==> src/hdl/getb_pkg.sv <==
// getb_pkg: shared types and constants for the graph edge table builder
// used by getb_cmp, getb_mem and graph_edge_table_builder_unit
// no dependencies
package getb_pkg;

    // default sizes, overridable on the top level
    localparam int NODE_DEPTH_DEF = 1024;
    localparam int MAX_SUCC_DEF   = 8;
    localparam int ID_BITS_DEF    = 40;

    // fixed result field widths
    localparam int STATUS_W   = 3;
    localparam int OUT_IDX_W  = 10;
    localparam int OUT_CNT_W  = 4;
    localparam int OUT_DATA_W = 16;

    typedef enum logic {
        CMD_LOAD = 1'b0,
        CMD_EDGE = 1'b1
    } cmd_t;

    typedef enum logic [STATUS_W-1:0] {
        ST_LOADED    = 3'd0,
        ST_ADDED     = 3'd1,
        ST_DUP       = 3'd2,
        ST_MISSING   = 3'd3,
        ST_LISTFULL  = 3'd4,
        ST_TABLEFULL = 3'd5
    } status_t;

    typedef enum logic [3:0] {
        S_IDLE,
        S_LOAD,
        S_PROBE,
        S_TEST,
        S_CNT_USE,
        S_SCAN,
        S_SCAN_TEST,
        S_APPEND,
        S_FINISH
    } state_t;

    typedef enum logic {
        CMP_NODE = 1'b0,
        CMP_LIST = 1'b1
    } cmp_sel_t;

    typedef struct packed {
        logic eq;
        logic lt;
    } cmp_res_t;

    typedef struct packed {
        logic node_we;
        logic cnt_we;
        logic list_we;
    } mem_we_t;

endpackage

==> src/hdl/getb_cmp.sv <==
// getb_cmp: the shared id comparator used by the table search and the list scan
// depends on getb_pkg
module getb_cmp import getb_pkg::*; #(
    parameter int ID_BITS = ID_BITS_DEF
) (
    input  cmp_sel_t           sel,
    input  logic [ID_BITS-1:0] node_data,
    input  logic [ID_BITS-1:0] list_data,
    input  logic [ID_BITS-1:0] src_key,
    input  logic [ID_BITS-1:0] dst_key,
    output cmp_res_t           res
);

    logic [ID_BITS-1:0] a;
    logic [ID_BITS-1:0] b;

    always_comb begin
        unique case (sel)
            CMP_NODE: begin
                a = node_data;
                b = src_key;
            end
            CMP_LIST: begin
                a = list_data;
                b = dst_key;
            end
            default: begin
                a = node_data;
                b = src_key;
            end
        endcase
    end

    // lt means the stored id is below the key
    assign res.eq = (a == b);
    assign res.lt = (a < b);

endmodule

==> config.mk <==
export PLATFORM = sky130hd
export DESIGN_NAME = getb_cmp
export DESIGN_NICKNAME = d
export VERILOG_FILES = /design/src/hdl/getb_pkg.sv /design/src/hdl/getb_cmp.sv
export SDC_FILE = /design/constraint.sdc
export NUM_CORES = 1
export LEC_CHECK = 0
export ABC_AREA = 1
export BUFFER_PORTS_ARGS = -buffer_cell sky130_fd_sc_hd__buf_2
export CORE_MARGIN = 2
export CORE_UTILIZATION = 42
export DETAILED_ROUTE_END_ITERATION = 12
export GPL_TIMING_DRIVEN = 0
export PLACE_DENSITY = 0.84
export SYNTH_ARGS = -nofsm -noshare
export SYNTH_HDL_FRONTEND = slang
export SYNTH_SLANG_ARGS = --single-unit
==> constraint.sdc <==
create_clock -name vclk -period 2.8
set_input_delay 0.42 -clock vclk [all_inputs]
set_output_delay 0.42 -clock vclk [all_outputs]
set_load 0.1 [all_outputs]
==> flow_summary.toml <==
[status]
status = "completed"

[timing]
final-hold-violation-count = 0
fmax_ghz = 0.373
worst_pin_slew_ps = 219
maxSlewViolCount = 0
post-route-min-period_ps = 2680
fin_crit_sh_pct = 95.8
max_slew_margin_pct = 85.0
setup_viol = 0
setup_ws_ps = 118
hold_slack_ps = 1610

[floorplanning]
die-width_um = 74.7
num_rows = 25
fp.dieH_um = 74.7
pin_count = 163
core_area_um2 = 4790
initial_utilization_pct = 43.9
dieArea_um2 = 5590

[final_layout]
final-seq-area_um2 = 0
antenna_cells = 0
nets = 613
clock_buffers = 0
nFlopsAndLatches = 0
multiInputGateArea_um2 = 2000
drive_gt1_share_pct = 55.1
nFillCells = 427
syn_to_final_growth_pct = 49.3
layout_common_cells = "buf_2, nand2_1, mux2i_1, mux2_4, ha_1"
stdcell_count = 477
final_common_cell = "buf_2"

[drt]
drt_iter0_drc = 41
post_drt_via_cell_ratio = 4.87
wire_per_inst_um = 12.5
vias = 2325
first_pass_iters = 4
drc_errors = 0
wirelength_mm = 5.98
ant_nets = 0

[global_route]
antenna_found_initial = 0
grt_max_degree = 11
grt_usage_pct = 19.6
grt_pass1_vias = 2237
grt-ovfl-total = 0
grt_pass1_wl_mm = 8.78

[synthesis]
synthXorXnorAreaFrac_pct = 0
synthTopCellsByArea = "mux2_4, ha_1, mux2i_1, nand2_1, a21oi_1"
syn_area_um2 = 2100
post_synth_num_cell_types = 19
avgSynthCellArea_um2 = 8.54
synth_top_family_by_area = "multiplexers"
netlist_instances = 246
synthesis.nets = 447
synth.top_cell.area_share_pct = 28.6
synthAdderAreaFrac_pct = 23.8
yosys.area.top_type = "mux2_4"
synthMuxAreaShare_pct = 47.6
yosysSeqAreaShare_pct = 0
synthSimpleGateAreaFrac_pct = 17.0
synth_compound_area_share_pct = 4.82
ys_warn_count = 0

[flow_run]
max-cap-violations = 0

[hold_path]
hold_start = "src_key[0]"
hold_class = "input pin to output port"

[worst_setup_path]
worst_setup_path_start_kind = "input pin"
worstSetupStartpoint = "sel"
crit_path_end_kind = "output port"
crit_required_ps = 2380
path_class = "input pin to output port"
cp_data_arrival_time_ps = 2260
crit_fanout = 10

[placed_design]
dp.cells = 475
hpwl_mm = 5.32
place_congestion = 0.735
io_buffers = 162
preCtsSetupSlack_ps = -219

[power]
power.total_uw = 544
ir_drop_v = 0.0000846
pwr_density_cell_nw_per_um2 = 173
p_leak_uw = 0.00189
power breakdown:
part	leakage (µW)	switching [µW]	internal (µW)
clock network	0	0	0
logic	0.00189	249	294
registers	0	0	0
total	0.00189	249	294
layer usage:
layer / vias to the layer above / global-route usage, % / routed length (µm)
met4: 0 / 0.794 / 14
met1: 1016 / 20.5 / 2250
li1: 1202 / - / -
met3: 2 / 1.20 / 414
met5: - / 0 / 0
met2: 105 / 43.5 / 3300
synthesized netlist by cell type, drive strengths merged:
cell and count:
nand2 57, a21oi 14, nand3 2, ha 40
nor2 17, buf 9, o21a 2, o21bai 1
nand4 6, mux2i 40, a21o 1, inv 16
mux2 40, and2 1
kinds of logic (layout without fill, tap and decap cells):
family | count (synthesis) | in the layout
fa+ha+maj | 40 | 40
compound gates | 18 | 18
mux | 80 | 80
simple gates | 83 | 83
buf+inv | 25 | 189
final cells by class:
class,instances,area share (%)
plain buffers,9,3.99
inverters,16,1.91
repair buffers,164,27.8
multi-input cells,221,63.6
well taps,67,2.67
critical path, stage by stage:
cell	delay [ps]
buf_8	140
buf_12	160
mux2_4	300
ha_1	310
nand2_2	70
nor2_4	140
nand4_1	110
nor2_1	100
nand4_1	150
nor2_4	170
buf_12	180
stage by stage:
step	TNS (ps)	util, %	cell area (µm²)
global route	-6.64	65.6	3140
CTS	0	63.5	3040
global placement	-313	62.9	3010
detailed placement	-327	62.9	3010
finish	0	65.6	3140
floorplan	0	-	2120
repair_timing:
item | 4_1_cts | 5_1_grt
hold endpoints to repair | 0 | 0
pin swaps | 0 | 4
setup endpoints to repair | 2 | 2
hold buffers | 0 | 0
setup buffers | 0 | 1
gates cloned | 0 | 1
resized for setup | 8 | 15
worst paths after layout:
check / endpoint / slack (ps) / cells after the start
worst min-delay path: res[1] / 1610 / 6
worst max-delay path: res[1] / 120 / 11
(Power assumes the default switching activity.)
